<file path="src/dewf_pkg.sv">
`default_nettype none
package dewf_pkg;

    localparam int unsigned QUEUE_DEPTH = 4;

    localparam logic [2:0] KIND_LEADING  = 3'd0;
    localparam logic [2:0] KIND_TRAILING = 3'd1;
    localparam logic [2:0] KIND_STAMP    = 3'd2;
    localparam logic [2:0] KIND_ERROR    = 3'd3;
    localparam logic [2:0] KIND_SPILL    = 3'd4;
    localparam logic [2:0] KIND_EVENT    = 3'd5;

    localparam logic [2:0] REG_SYNC_WORD       = 3'd0;
    localparam logic [2:0] REG_SPILL_END_WORD  = 3'd1;
    localparam logic [2:0] REG_TDC_DEVICE_ID   = 3'd2;
    localparam logic [2:0] REG_MAX_EVENT_WORDS = 3'd3;
    localparam logic [2:0] REG_MAX_BLOCK_WORDS = 3'd4;
    localparam logic [2:0] REG_MAX_EVENTS      = 3'd5;

    localparam logic [30:0] MAX_EVENT_WORDS_RESET = 31'd100000;
    localparam logic [21:0] MAX_BLOCK_WORDS_RESET = 22'(2000000);

    typedef struct packed {
        logic [31:0] sync_word;
        logic [31:0] spill_end_word;
        logic [7:0]  tdc_device_id;
        logic [30:0] max_event_words;
        logic [21:0] max_block_words;
        logic [31:0] max_events;
    } cfg_t;

    typedef struct packed {
        logic [2:0]  kind;
        logic [31:0] serial;
        logic [31:0] event_id;
        logic [6:0]  channel;
        logic [20:0] hit_time;
        logic [31:0] seconds;
        logic [27:0] nanoseconds;
        logic [3:0]  tai_flags;
        logic [14:0] error_code;
        logic [3:0]  chip_id;
        logic        last;
    } rec_t;

    typedef struct packed {
        logic [1:0] n;
        rec_t       r0;
        rec_t       r1;
    } push_t;

endpackage
`default_nettype wire

</file>
<file path="src/dewf_in_if.sv">
`default_nettype none
interface dewf_in_if;
    logic        valid;
    logic        ready;
    logic [31:0] word;

    modport source (output valid, output word, input ready);
    modport sink (input valid, input word, output ready);
endinterface
`default_nettype wire

</file>
<file path="src/dewf_out_if.sv">
`default_nettype none
interface dewf_out_if;
    logic        valid;
    logic        ready;
    logic [2:0]  kind;
    logic [31:0] serial;
    logic [31:0] event_id;
    logic [6:0]  channel;
    logic [20:0] hit_time;
    logic [31:0] seconds;
    logic [27:0] nanoseconds;
    logic [3:0]  tai_flags;
    logic [14:0] error_code;
    logic [3:0]  chip_id;
    logic        last;

    modport source (output valid, output kind, output serial, output event_id,
                    output channel, output hit_time, output seconds,
                    output nanoseconds, output tai_flags, output error_code,
                    output chip_id, output last, input ready);
    modport sink (input valid, input kind, input serial, input event_id,
                  input channel, input hit_time, input seconds,
                  input nanoseconds, input tai_flags, input error_code,
                  input chip_id, input last, output ready);
endinterface
`default_nettype wire

</file>
<file path="src/dewf_parser.sv">
`default_nettype none
module dewf_parser (
    input  wire logic           clk,
    input  wire logic           rst_n,
    input  wire logic           accept,
    input  wire logic [31:0]    word,
    input  wire dewf_pkg::cfg_t cfg,
    output dewf_pkg::push_t     push
);
    import dewf_pkg::*;

    typedef enum logic [3:0] {
        ST_HUNT,
        ST_LEN,
        ST_ID,
        ST_SERIAL,
        ST_BHDR,
        ST_BODY,
        ST_TDCHDR,
        ST_TDCHITS,
        ST_SKIPEV,
        ST_DROP
    } mode_t;

    localparam logic [3:0] TYPE_LEADING  = 4'd4;
    localparam logic [3:0] TYPE_TRAILING = 4'd5;
    localparam logic [3:0] TYPE_ERROR    = 4'd6;
    localparam logic [3:0] TYPE_TRAILER  = 4'd7;

    mode_t       mode_reg, mode_next;
    logic [30:0] ewl_reg, ewl_next, ewl_dec, words;
    logic [21:0] bwl_reg, bwl_next, bwl_dec, payload;
    logic [1:0]  hidx_reg, hidx_next;
    logic [31:0] evid_reg, evid_next;
    logic [31:0] serial_reg, serial_next;
    logic [31:0] secs_reg, secs_next;
    logic [31:0] events_reg, events_next;
    logic        closed_reg, closed_next;
    logic        halted, go;
    logic        p_valid, e_valid;
    rec_t        p_rec, e_rec;

    assign halted = (cfg.max_events != 32'd0) && (events_reg == cfg.max_events);
    assign go     = accept && !halted;

    always_comb
    begin
        mode_next   = mode_reg;
        ewl_next    = ewl_reg;
        bwl_next    = bwl_reg;
        hidx_next   = hidx_reg;
        evid_next   = evid_reg;
        serial_next = serial_reg;
        secs_next   = secs_reg;
        events_next = events_reg;
        closed_next = closed_reg;
        p_valid     = 1'b0;
        e_valid     = 1'b0;
        p_rec       = '0;
        e_rec       = '0;
        words       = {1'b0, word[31:2]} + 31'd1;
        ewl_dec     = ewl_reg - 31'd1;
        bwl_dec     = bwl_reg - 22'd1;
        payload     = word[23:2];
        if (go)
        begin
            if (mode_reg == ST_HUNT)
            begin
                if (word == cfg.spill_end_word)
                begin
                    p_valid    = 1'b1;
                    p_rec.kind = KIND_SPILL;
                end
                if (word == cfg.sync_word)
                begin
                    mode_next = ST_LEN;
                end
            end
            else if (mode_reg == ST_LEN)
            begin
                ewl_next  = words;
                mode_next = (words >= cfg.max_event_words) ? ST_SKIPEV : ST_ID;
            end
            else
            begin
                ewl_next = ewl_dec;
                unique case (mode_reg) inside
                    ST_ID:
                    begin
                        evid_next = word;
                        mode_next = (word == 32'd0) ? ST_SKIPEV : ST_SERIAL;
                    end
                    ST_SERIAL:
                    begin
                        serial_next = word;
                        mode_next   = ST_BHDR;
                    end
                    ST_BHDR:
                    begin
                        if (payload > cfg.max_block_words)
                        begin
                            mode_next = ST_DROP;
                        end
                        else
                        begin
                            bwl_next    = payload;
                            closed_next = 1'b0;
                            hidx_next   = 2'd0;
                            if (payload == 22'd0)
                                mode_next = ST_SERIAL;
                            else if (word[31:24] == cfg.tdc_device_id)
                                mode_next = ST_TDCHDR;
                            else
                                mode_next = ST_BODY;
                        end
                    end
                    ST_BODY, ST_TDCHDR, ST_TDCHITS:
                    begin
                        bwl_next = bwl_dec;
                        if (mode_reg == ST_TDCHDR)
                        begin
                            if (hidx_reg == 2'd1)
                            begin
                                secs_next = word;
                            end
                            else if (hidx_reg == 2'd2)
                            begin
                                p_valid           = 1'b1;
                                p_rec.kind        = KIND_STAMP;
                                p_rec.serial      = serial_reg;
                                p_rec.event_id    = evid_reg;
                                p_rec.seconds     = secs_reg;
                                p_rec.nanoseconds = word[27:0];
                                p_rec.tai_flags   = word[31:28];
                            end
                            if (hidx_reg == 2'd3)
                                mode_next = ST_TDCHITS;
                            else
                                hidx_next = hidx_reg + 2'd1;
                        end
                        else if (mode_reg == ST_TDCHITS && !closed_reg)
                        begin
                            if (word[31:28] == TYPE_TRAILER)
                            begin
                                closed_next = 1'b1;
                            end
                            else if (word[31:28] == TYPE_ERROR)
                            begin
                                p_valid          = 1'b1;
                                p_rec.kind       = KIND_ERROR;
                                p_rec.serial     = serial_reg;
                                p_rec.event_id   = evid_reg;
                                p_rec.error_code = word[14:0];
                                p_rec.chip_id    = word[27:24];
                                closed_next      = 1'b1;
                            end
                            else if (word[31:28] == TYPE_LEADING ||
                                     word[31:28] == TYPE_TRAILING)
                            begin
                                p_valid        = 1'b1;
                                p_rec.kind     = (word[31:28] == TYPE_LEADING) ?
                                                 KIND_LEADING : KIND_TRAILING;
                                p_rec.serial   = serial_reg;
                                p_rec.event_id = evid_reg;
                                p_rec.channel  = word[27:21];
                                p_rec.hit_time = word[20:0];
                            end
                        end
                        if (bwl_dec == 22'd0)
                            mode_next = ST_SERIAL;
                    end
                    default:
                    begin
                    end
                endcase
                if (ewl_dec == 31'd0)
                begin
                    if (mode_next != ST_SKIPEV)
                    begin
                        e_valid        = 1'b1;
                        e_rec.kind     = KIND_EVENT;
                        e_rec.event_id = evid_next;
                        e_rec.last     = 1'b1;
                        events_next    = events_reg + 32'd1;
                    end
                    mode_next = ST_HUNT;
                end
            end
        end
    end

    always_comb
    begin
        push = '0;
        if (p_valid && e_valid)
        begin
            push.n  = 2'd2;
            push.r0 = p_rec;
            push.r1 = e_rec;
        end
        else if (e_valid)
        begin
            push.n  = 2'd1;
            push.r0 = e_rec;
        end
        else if (p_valid)
        begin
            push.n       = 2'd1;
            push.r0      = p_rec;
            push.r0.last = 1'b1;
        end
    end

    always_ff @(posedge clk or negedge rst_n)
    begin
        if (!rst_n)
        begin
            mode_reg   <= ST_HUNT;
            ewl_reg    <= '0;
            bwl_reg    <= '0;
            hidx_reg   <= '0;
            evid_reg   <= '0;
            serial_reg <= '0;
            secs_reg   <= '0;
            events_reg <= '0;
            closed_reg <= 1'b0;
        end
        else
        begin
            mode_reg   <= mode_next;
            ewl_reg    <= ewl_next;
            bwl_reg    <= bwl_next;
            hidx_reg   <= hidx_next;
            evid_reg   <= evid_next;
            serial_reg <= serial_next;
            secs_reg   <= secs_next;
            events_reg <= events_next;
            closed_reg <= closed_next;
        end
    end
endmodule
`default_nettype wire

</file>
<file path="src/dewf_outq.sv">
`default_nettype none
module dewf_outq #(
    parameter int unsigned DEPTH = dewf_pkg::QUEUE_DEPTH
) (
    input  wire logic            clk,
    input  wire logic            rst_n,
    input  wire dewf_pkg::push_t push,
    input  wire logic            pop,
    output logic                 valid,
    output logic                 space,
    output dewf_pkg::rec_t       head
);
    import dewf_pkg::*;

    localparam int unsigned IDXW = (DEPTH > 2) ? $clog2(DEPTH) : 1;
    localparam int unsigned CNTW = $clog2(DEPTH + 1);

    rec_t            mem [DEPTH];
    logic [IDXW-1:0] wr_reg, wr_next, wr1, wr2, rd_reg, rd_next;
    logic [CNTW-1:0] count_reg, count_next;

    function automatic logic [IDXW-1:0] inc(input logic [IDXW-1:0] p);
        logic [IDXW-1:0] r;
        r = (p == IDXW'(DEPTH - 1)) ? '0 : p + IDXW'(1);
        return r;
    endfunction

    assign wr1   = inc(wr_reg);
    assign wr2   = inc(wr1);
    assign valid = (count_reg != '0);
    assign space = (count_reg <= CNTW'(DEPTH - 2));
    assign head  = mem[rd_reg];

    always_comb
    begin
        case (push.n)
            2'd1:    wr_next = wr1;
            2'd2:    wr_next = wr2;
            default: wr_next = wr_reg;
        endcase
        rd_next    = pop ? inc(rd_reg) : rd_reg;
        count_next = count_reg + CNTW'(push.n) - CNTW'(pop);
    end

    always_ff @(posedge clk)
    begin
        if (push.n != 2'd0)
            mem[wr_reg] <= push.r0;
        if (push.n == 2'd2)
            mem[wr1] <= push.r1;
    end

    always_ff @(posedge clk or negedge rst_n)
    begin
        if (!rst_n)
        begin
            wr_reg    <= '0;
            rd_reg    <= '0;
            count_reg <= '0;
        end
        else
        begin
            wr_reg    <= wr_next;
            rd_reg    <= rd_next;
            count_reg <= count_next;
        end
    end
endmodule
`default_nettype wire

</file>
<file path="src/daq_event_word_deframer.sv">
// a result is registered into the result queue and offered from the queue head
// throughput: one item per cycle while ready is high; an item may give two results
// input ready stays high while the result queue has room for two more results
// reset: parse state, counters and queue cleared, registers to their defaults
`default_nettype none
module daq_event_word_deframer #(
    parameter int unsigned QUEUE_DEPTH = dewf_pkg::QUEUE_DEPTH
) (
    input  wire logic        clk,
    input  wire logic        rst_n,
    dewf_in_if.sink          in_ch,
    dewf_out_if.source       out_ch,
    input  wire logic        cfg_we,
    input  wire logic [2:0]  cfg_index,
    input  wire logic [31:0] cfg_data
);
    import dewf_pkg::*;

    cfg_t  cfg_reg;
    push_t push;
    rec_t  head;
    logic  space, q_valid, accept, pop;

    assign in_ch.ready = space;
    assign accept      = in_ch.valid && space;
    assign pop         = q_valid && out_ch.ready;

    always_ff @(posedge clk or negedge rst_n)
    begin
        if (!rst_n)
        begin
            cfg_reg.sync_word       <= '0;
            cfg_reg.spill_end_word  <= '0;
            cfg_reg.tdc_device_id   <= '0;
            cfg_reg.max_event_words <= MAX_EVENT_WORDS_RESET;
            cfg_reg.max_block_words <= MAX_BLOCK_WORDS_RESET;
            cfg_reg.max_events      <= '0;
        end
        else if (cfg_we)
        begin
            unique case (cfg_index)
                REG_SYNC_WORD:       cfg_reg.sync_word       <= cfg_data;
                REG_SPILL_END_WORD:  cfg_reg.spill_end_word  <= cfg_data;
                REG_TDC_DEVICE_ID:   cfg_reg.tdc_device_id   <= cfg_data[7:0];
                REG_MAX_EVENT_WORDS: cfg_reg.max_event_words <= cfg_data[30:0];
                REG_MAX_BLOCK_WORDS: cfg_reg.max_block_words <= cfg_data[21:0];
                REG_MAX_EVENTS:      cfg_reg.max_events      <= cfg_data;
                default:
                begin
                end
            endcase
        end
    end

    dewf_parser u_parser (
        .clk    (clk),
        .rst_n  (rst_n),
        .accept (accept),
        .word   (in_ch.word),
        .cfg    (cfg_reg),
        .push   (push)
    );

    dewf_outq #(
        .DEPTH (QUEUE_DEPTH)
    ) u_outq (
        .clk   (clk),
        .rst_n (rst_n),
        .push  (push),
        .pop   (pop),
        .valid (q_valid),
        .space (space),
        .head  (head)
    );

    assign out_ch.valid       = q_valid;
    assign out_ch.kind        = head.kind;
    assign out_ch.serial      = head.serial;
    assign out_ch.event_id    = head.event_id;
    assign out_ch.channel     = head.channel;
    assign out_ch.hit_time    = head.hit_time;
    assign out_ch.seconds     = head.seconds;
    assign out_ch.nanoseconds = head.nanoseconds;
    assign out_ch.tai_flags   = head.tai_flags;
    assign out_ch.error_code  = head.error_code;
    assign out_ch.chip_id     = head.chip_id;
    assign out_ch.last        = head.last;
endmodule
`default_nettype wire

</file>
<file path="src/flat_wrapper.sv">
// flat-port wrapper written by rule: the top's interface ports become plain ports
module daq_event_word_deframer_flat import dewf_pkg::*;
#(
    parameter int unsigned QUEUE_DEPTH = dewf_pkg::QUEUE_DEPTH
)
  (clk, rst_n, cfg_we, cfg_index, cfg_data, in_ch_valid, in_ch_word, in_ch_ready, out_ch_valid, out_ch_kind, out_ch_serial, out_ch_event_id, out_ch_channel, out_ch_hit_time, out_ch_seconds, out_ch_nanoseconds, out_ch_tai_flags, out_ch_error_code, out_ch_chip_id, out_ch_last, out_ch_ready);
  dewf_in_if in_ch_i ();
  dewf_out_if out_ch_i ();
  input  wire logic clk;
  input  wire logic rst_n;
  input  wire logic cfg_we;
  input  wire logic [2:0] cfg_index;
  input  wire logic [31:0] cfg_data;
  input wire logic [$bits(in_ch_i.valid)-1:0] in_ch_valid;
  input wire logic [$bits(in_ch_i.word)-1:0] in_ch_word;
  output wire logic [$bits(in_ch_i.ready)-1:0] in_ch_ready;
  output wire logic [$bits(out_ch_i.valid)-1:0] out_ch_valid;
  output wire logic [$bits(out_ch_i.kind)-1:0] out_ch_kind;
  output wire logic [$bits(out_ch_i.serial)-1:0] out_ch_serial;
  output wire logic [$bits(out_ch_i.event_id)-1:0] out_ch_event_id;
  output wire logic [$bits(out_ch_i.channel)-1:0] out_ch_channel;
  output wire logic [$bits(out_ch_i.hit_time)-1:0] out_ch_hit_time;
  output wire logic [$bits(out_ch_i.seconds)-1:0] out_ch_seconds;
  output wire logic [$bits(out_ch_i.nanoseconds)-1:0] out_ch_nanoseconds;
  output wire logic [$bits(out_ch_i.tai_flags)-1:0] out_ch_tai_flags;
  output wire logic [$bits(out_ch_i.error_code)-1:0] out_ch_error_code;
  output wire logic [$bits(out_ch_i.chip_id)-1:0] out_ch_chip_id;
  output wire logic [$bits(out_ch_i.last)-1:0] out_ch_last;
  input wire logic [$bits(out_ch_i.ready)-1:0] out_ch_ready;
  assign in_ch_i.valid = in_ch_valid;
  assign in_ch_i.word = in_ch_word;
  assign in_ch_ready = in_ch_i.ready;
  assign out_ch_valid = out_ch_i.valid;
  assign out_ch_kind = out_ch_i.kind;
  assign out_ch_serial = out_ch_i.serial;
  assign out_ch_event_id = out_ch_i.event_id;
  assign out_ch_channel = out_ch_i.channel;
  assign out_ch_hit_time = out_ch_i.hit_time;
  assign out_ch_seconds = out_ch_i.seconds;
  assign out_ch_nanoseconds = out_ch_i.nanoseconds;
  assign out_ch_tai_flags = out_ch_i.tai_flags;
  assign out_ch_error_code = out_ch_i.error_code;
  assign out_ch_chip_id = out_ch_i.chip_id;
  assign out_ch_last = out_ch_i.last;
  assign out_ch_i.ready = out_ch_ready;
  daq_event_word_deframer #(.QUEUE_DEPTH(QUEUE_DEPTH)) u_core (.clk(clk), .rst_n(rst_n), .in_ch(in_ch_i), .out_ch(out_ch_i), .cfg_we(cfg_we), .cfg_index(cfg_index), .cfg_data(cfg_data));
endmodule
</file>
<file path="config.mk">
export PLATFORM = sky130hd
export DESIGN_NAME = daq_event_word_deframer_flat
export DESIGN_NICKNAME = d
export VERILOG_FILES = /design/src/dewf_pkg.sv /design/src/dewf_in_if.sv /design/src/dewf_out_if.sv /design/src/dewf_parser.sv /design/src/dewf_outq.sv /design/src/daq_event_word_deframer.sv /design/src/flat_wrapper.sv
export SDC_FILE = /design/constraint.sdc
export NUM_CORES = 2
export LEC_CHECK = 0
export BUFFER_PORTS_ARGS = -buffer_cell sky130_fd_sc_hd__buf_2
export CORE_UTILIZATION = 66
export CTS_BUF_LIST = sky130_fd_sc_hd__clkbuf_16
export DETAILED_ROUTE_END_ITERATION = 7
export GPL_TIMING_DRIVEN = 0
export PLACE_DENSITY = 0.85
export SYNTH_ARGS = -nofsm -noshare
export SYNTH_HDL_FRONTEND = slang
export SYNTH_SLANG_ARGS = --single-unit
</file>
<file path="constraint.sdc">
create_clock -name clk -period 8.9 [get_ports clk]
set_clock_uncertainty 0.2 [all_clocks]
set_input_delay 1.335 -clock clk [delete_from_list [all_inputs] [get_ports clk]]
set_output_delay 1.335 -clock clk [all_outputs]
set_load 0.01 [all_outputs]
</file>
# Yosys cells after proc, flatten, opt, wreduce, memory -nomap -nowiden
# Memory sizes are Yosys's and may differ from the RTL's.
# Index checks and enable logic that the tools add are counted.
# word_totals
regBits	352
latchBits	0
mem_bits_rw	716
rom_bits	0
output_inout_bits	181
wordCells	206
mem_count	1
# op_classes
n_addsub	10
multipliers	0
div	0
n_lt_le_gt_ge	3
eq_ne	36
shifts	0
mux	100
n_bitwise	2
reduce_logical	36
# memory_table
name	depth	width	read_ports	rd_clocked_by_memory_dff	write_ports	line	rtl
u_core.u_outq.mem	4	179	1	0	2	dewf_outq.sv:18	rec_t mem [DEPTH];
# ops
cell	n
95-bit two-way mux	10
178-bit two-way mux	3
180-bit two-way mux	2
32-bit two-way mux	6
64-bit two-way mux	3
181-bit two-way mux	1
179-bit two-way mux	1
175-bit two-way mux	1
67-bit two-way mux	2
66-bit two-way mux	2
32-bit equality test	3
93-bit two-way mux	1
19-bit two-way mux	4
28-bit two-way mux	2
4-bit two-way mux	13
22-bit logical NOT	2
22-bit one-hot mux with 2 select lines	1
32-bit by 1-bit adder with 32-bit output (second input constant)	1
4-bit by 3-bit equality test with 1-bit output (second input constant)	8
32-bit logical NOT	1
32-bit nonzero test	1
30-bit by 1-bit adder with 31-bit output (second input constant)	1
31-bit greater-or-equal comparator	1
31-bit logical NOT	1
other kinds (43)	116

# Logic depth before layout (Yosys ltp)
# depth
ltp_word	25
mapped_depth	21
mapped_depth_nobuf	17

# Hierarchy
# A second synthesis with hierarchy kept.
# hier_totals
cells_unflattened	4138
area_unflattened_um2	57422.6
# modules_own_cells
mod	n_inst	cells_each	area_per_inst_um2
dewf_outq	1	1783	34829.7
dewf_parser	1	2017	16509.6
daq_event_word_deframer	1	338	6083.3

# Least setup slack after synthesis
# No wires, ideal clock.
# synth_timing
path_kind	input to register
from	input in_ch_word[2]
to	memory u_core.u_outq.mem[0][0] in the netlist's numbering (enable)
t_arrival_ns	5.576
required_time_ns	8.283
setup_slack_ns	2.707
stages	20
path_cell_list	clkbuf_1 -> inv_1 -> ha_1 -> nor4b_1 -> nand2_1 -> nor4_1 -> nor2_1 -> a211oi_1 -> nand4b_1 -> a22oi_2 -> or2_4 -> buf_6 -> inv_1 -> ha_1 -> clkbuf_1 -> clkbuf_1 -> a21oi_1 -> clkbuf_1 -> clkbuf_1 -> inv_1
# synth_rtl
item	line	rtl
from (decl)	flat_wrapper.sv:15	input wire logic [$bits(in_ch_i.word)-1:0] in_ch_word;
to (decl)	dewf_outq.sv:18	

==> insert_results.sql <==
INSERT INTO impl_metrics (metric_group, metric, value, unit) VALUES
('synthesis', 'netlist_top_cells_count', 'sky130_fd_sc_hd__dfxtp_1, sky130_fd_sc_hd__nand2_1, sky130_fd_sc_hd__dfrtp_1', ''),
('pwr', 'vdd.ir_drop.worst', '165', 'uV'),
('synthesis', 'synth.most_common_cell', 'sky130_fd_sc_hd__dfxtp_1', ''),
('placement', 'gp_congestion', '1.01', ''),
('clock_network', 'cts_htree_levels', '3', ''),
('timing', 'finalSetupViolCount', '71', ''),
('hold_path', 'worstHoldPathType', 'in -> async', ''),
('pwr', 'power.density_cell_area', '217', 'nW/um2'),
('setup_path', 'critical_path_arrival', '9.44', 'ns'),
('clock_network', 'numCtsBuffers', '102', ''),
('synthesis', 'yosys_top_cell_area_share', '24.3', '%'),
('synthesis', 'yosys_warnings', '0', ''),
('die', 'row_count', '97', ''),
('detailed_routing', 'postRouteWirelength', '160', 'mm'),
('synthesis', 'netlist.top_cell.by_area', 'sky130_fd_sc_hd__dfxtp_1', ''),
('clock_network', 'clk_path_buf_depth', '3', ''),
('final_layout', 'multiInputGateArea', '21000', 'um2'),
('die', 'floorplan.initialDensity', '67.2', '%'),
('setup_path', 'critPathLaunchType', 'input pin', ''),
('setup_path', 'r2r_slack', '1.24', 'ns'),
('pwr', 'total_power', '11.6', 'mW'),
('synthesis', 'mappedNetlistNets', '4213', ''),
('synthesis', 'yosys-top-cells-area', 'sky130_fd_sc_hd__dfxtp_1, sky130_fd_sc_hd__dfrtp_1, sky130_fd_sc_hd__edfxtp_1', ''),
('setup_path', 'cp_data_required_time', '9.32', 'ns'),
('timing', 'timing.max_slew.rel_slack', '-9.40', '%'),
('clock_network', 'insertion_delay', '0.69', 'ns'),
('detailed_routing', 'met1_length', '56.5', 'mm'),
('final_layout', 'sequential_cell_area', '24600', 'um2'),
('die', 'die_h', '270', 'um'),
('setup_path', 'capture_point_of_the_worst_path', 'u_core.u_outq.mem[3][6]$_SDFFE_PP0P_', ''),
('detailed_routing', 'drc', '3', ''),
('timing', 'layout_worst_path_cycle_share', '101', '%'),
('run_status', 'violations', 'design-rule violations, max-capacitance violations, max-slew violations, negative setup slack', ''),
('timing', 'drv_slew', '56', ''),
('grt', 'via_count_of_the_first_global_routing_pass', '37871', ''),
('grt', 'grt_start_max_net_pins', '123', ''),
('final_layout', 'nFillCells', '4540', ''),
('timing', 'post-route-worst-setup-slack', '-0.128', 'ns'),
('detailed_routing', 'routed_wire_length_per_instance', '29.4', 'um'),
('synthesis', 'synth_cell_types', '88', ''),
('detailed_routing', 'route.met3.wl', '22.6', 'mm'),
('setup_path', 'worstReg2RegEnd', 'u_core.u_outq.mem[3][6]$_SDFFE_PP0P_', ''),
('detailed_routing', 'maxUsedRoutingLayer', 'met5', ''),
('die', 'die_area', '73000', 'um2'),
('placement', 'dpl_worst_slack', '-0.591', 'ns'),
('synthesis', 'count_of_flip_flops_with_a_built_in_enable_after_synthesis', '140', ''),
('setup_path', 'rr_worst_depth', '19', ''),
('clock_network', 'path_clk_slew', '0.07', 'ns'),
('clock_network', 'root_cell_of_the_clock_tree', 'sky130_fd_sc_hd__clkbuf_16', ''),
('synthesis', 'syn-mean-instance-area', '11.7', 'um2'),
('synthesis', 'syn_inst', '4064', ''),
('run_status', 'status', 'finished with violations', ''),
('final_layout', 'finalNetCount', '4571', ''),
('die', 'die_w', '270', 'um'),
('synthesis', 'post_synth_instance_area', '47500', 'um2'),
('placement', 'port_buf_inserts', '246', ''),
('detailed_routing', 'ant_nets', '0', ''),
('pwr', 'cellLeakagePower', '21.2', 'nW'),
('timing', 'hold_viol_final', '0', ''),
('synthesis', 'synth_ff_type', 'sky130_fd_sc_hd__dfxtp_1', ''),
('grt', 'grt_pass1_wl', '237', 'mm'),
('synthesis', 'asyncSetResetFlopFracSynth', '33.0', '%'),
('detailed_routing', 'met2_length', '69.6', 'mm'),
('synthesis', 'ys_seq_area_share', '51.7', '%'),
('flow_run', 'max-cap-violations', '7', ''),
('grt', 'number_of_antenna_violations_at_the_first_check_in_global_routing', '7', ''),
('timing', 'period_minus_slack', '9.03', 'ns'),
('detailed_routing', 'initial_drc_count', '6205', ''),
('grt', 'grt.overflow.total', '0', ''),
('final_layout', 'signed_area_change_from_the_synthesized_netlist_to_the_final_layout', '12.8', '%'),
('timing', 'achievable-frequency', '111', 'MHz');
[worst max-delay path, cell delays in order]
cell	delay (ns)
sky130_fd_sc_hd__buf_2	0.18
sky130_fd_sc_hd__clkbuf_1	0.62
sky130_fd_sc_hd__inv_1	0.60
sky130_fd_sc_hd__ha_1	0.33
sky130_fd_sc_hd__nor4b_1	0.36
sky130_fd_sc_hd__nand2_1	0.17
sky130_fd_sc_hd__nor4_1	0.75
sky130_fd_sc_hd__nor2_1	0.20
sky130_fd_sc_hd__a211oi_1	0.23
sky130_fd_sc_hd__nand4b_1	0.20
sky130_fd_sc_hd__a22oi_2	0.54
sky130_fd_sc_hd__or2_4	0.26
sky130_fd_sc_hd__buf_6	0.19
sky130_fd_sc_hd__inv_1	0.07
sky130_fd_sc_hd__ha_1	0.19
sky130_fd_sc_hd__clkbuf_1	0.24
sky130_fd_sc_hd__a21oi_1	1.20
sky130_fd_sc_hd__clkbuf_1	0.73
sky130_fd_sc_hd__clkbuf_1	0.57
sky130_fd_sc_hd__nand2_1	0.18
sky130_fd_sc_hd__o21ai_0	0.24
[metrics by stage]
step | utilization (%) | hold WS (ns) | setup TNS (ns) | instances | area [um2]
after floorplan | - | 0.220 | 0 | 4064 | 47500
after global placement | 70.7 | 0.229 | -397.40 | 5250 | 49900
after detailed placement | 70.8 | 0.237 | -104.69 | 5253 | 50000
after CTS | 75.7 | 0.239 | 0 | 5445 | 53500
after global routing | 75.8 | 0.240 | 0 | 5450 | 53500
final | 75.8 | 0.241 | -3.09 | 5458 | 53600
[report_power, final]
group          internal (mW)  switching, mW
Combinational          0.770           1.10
Sequential              5.07          0.128
Clock                   2.59           1.96
Total                   8.43           3.19
[placed cells by master, fill, tap and decap left out, types with 11 or more instances in the layout]
master and count:
sky130_fd_sc_hd__dfxtp_1 576, sky130_fd_sc_hd__clkbuf_1 250, sky130_fd_sc_hd__and3_1 14, sky130_fd_sc_hd__clkinv_1 20, sky130_fd_sc_hd__nand2b_1 19, sky130_fd_sc_hd__bufinv_16 14, sky130_fd_sc_hd__a22o_1 259, sky130_fd_sc_hd__dfstp_2 13
sky130_fd_sc_hd__xnor2_1 63, sky130_fd_sc_hd__or3_1 14, sky130_fd_sc_hd__nand2_1 413, sky130_fd_sc_hd__inv_1 112, sky130_fd_sc_hd__mux4_2 179, sky130_fd_sc_hd__a21oi_1 105, sky130_fd_sc_hd__o22ai_1 14, sky130_fd_sc_hd__mux2_2 234
sky130_fd_sc_hd__a32o_1 261, sky130_fd_sc_hd__nor3_1 49, sky130_fd_sc_hd__ha_1 76, sky130_fd_sc_hd__a21o_1 14, sky130_fd_sc_hd__edfxtp_1 140, sky130_fd_sc_hd__clkinv_2 17, sky130_fd_sc_hd__and4_1 12, sky130_fd_sc_hd__nor4_1 63
sky130_fd_sc_hd__nand3_1 40, sky130_fd_sc_hd__nor2_1 88, sky130_fd_sc_hd__nor2b_1 11, sky130_fd_sc_hd__clkbuf_16 107, sky130_fd_sc_hd__buf_2 301, sky130_fd_sc_hd__xor2_1 114, sky130_fd_sc_hd__buf_4 19, sky130_fd_sc_hd__buf_1 37
sky130_fd_sc_hd__nand4_1 40, sky130_fd_sc_hd__dfrtp_1 339, sky130_fd_sc_hd__o21ai_0 289
[routing by layer]
layer | up-vias | global-route usage, %
li1 | 16024 | -
met1 | 19240 | 56.0
met2 | 3146 | 63.2
met3 | 684 | 14.2
met4 | 4 | 27.9
met5 | - | 0
[worst min path at each step]
stage | start | endpoint | depth (start not counted)
after floorplan | u_core.u_outq.mem[2][100]$_SDFFE_PP0P_ | u_core.u_outq.mem[2][100]$_SDFFE_PP0P_ | 2
after global placement | u_core.u_outq.mem[1][18]$_SDFFE_PP0P_ | u_core.u_outq.mem[1][18]$_SDFFE_PP0P_ | 2
after detailed placement | u_core.u_outq.mem[2][85]$_SDFFE_PP0P_ | u_core.u_outq.mem[2][85]$_SDFFE_PP0P_ | 2
after CTS | rst_n | u_core.cfg_reg[104]$_DFFE_PN0P_ | 1
after global routing | rst_n | u_core.cfg_reg[104]$_DFFE_PN0P_ | 1
final | rst_n | u_core.cfg_reg[121]$_DFFE_PN0P_ | 1
[final cells by class]
cell class              instances  area share [%]
diodes                          8          0.0374
plain buffers                 372            2.99
clock buffers                 107            5.00
clock inverters                85            1.53
inverters                      97           0.680
multi-input cells            2527            39.2
flip-flops and latches       1068            45.9
well taps                     940            2.20
repair buffers                254            2.54
[kinds of logic (layout without fill, tap and decap cells)]
| family | after synthesis | in the layout | share of synthesized area [%] |
|---|---|---|---|
| AND/OR/NAND/NOR | 821 | 821 | 8.29 |
| flip-flops | 1068 | 1068 | 51.7 |
| adder cells (fa/ha/maj) | 77 | 77 | 2.04 |
| other | 0 | 8 | 0 |
| buffers and inverters | 469 | 915 | 4.12 |
| XOR/XNOR | 177 | 177 | 3.26 |
| AO/OA/AOI/OAI | 1037 | 1037 | 16.5 |
| multiplexers | 415 | 415 | 14.1 |
[repair_timing]
action / CTS / global route
hold buffers: 0 / 0
endpoints found under the setup margin: 4 / 213
gates cloned: 0 / 0
buffers inserted: 0 / 4
pin swaps: 0 / 1
resized for setup: 1 / 0
(Power assumes the default switching activity.)
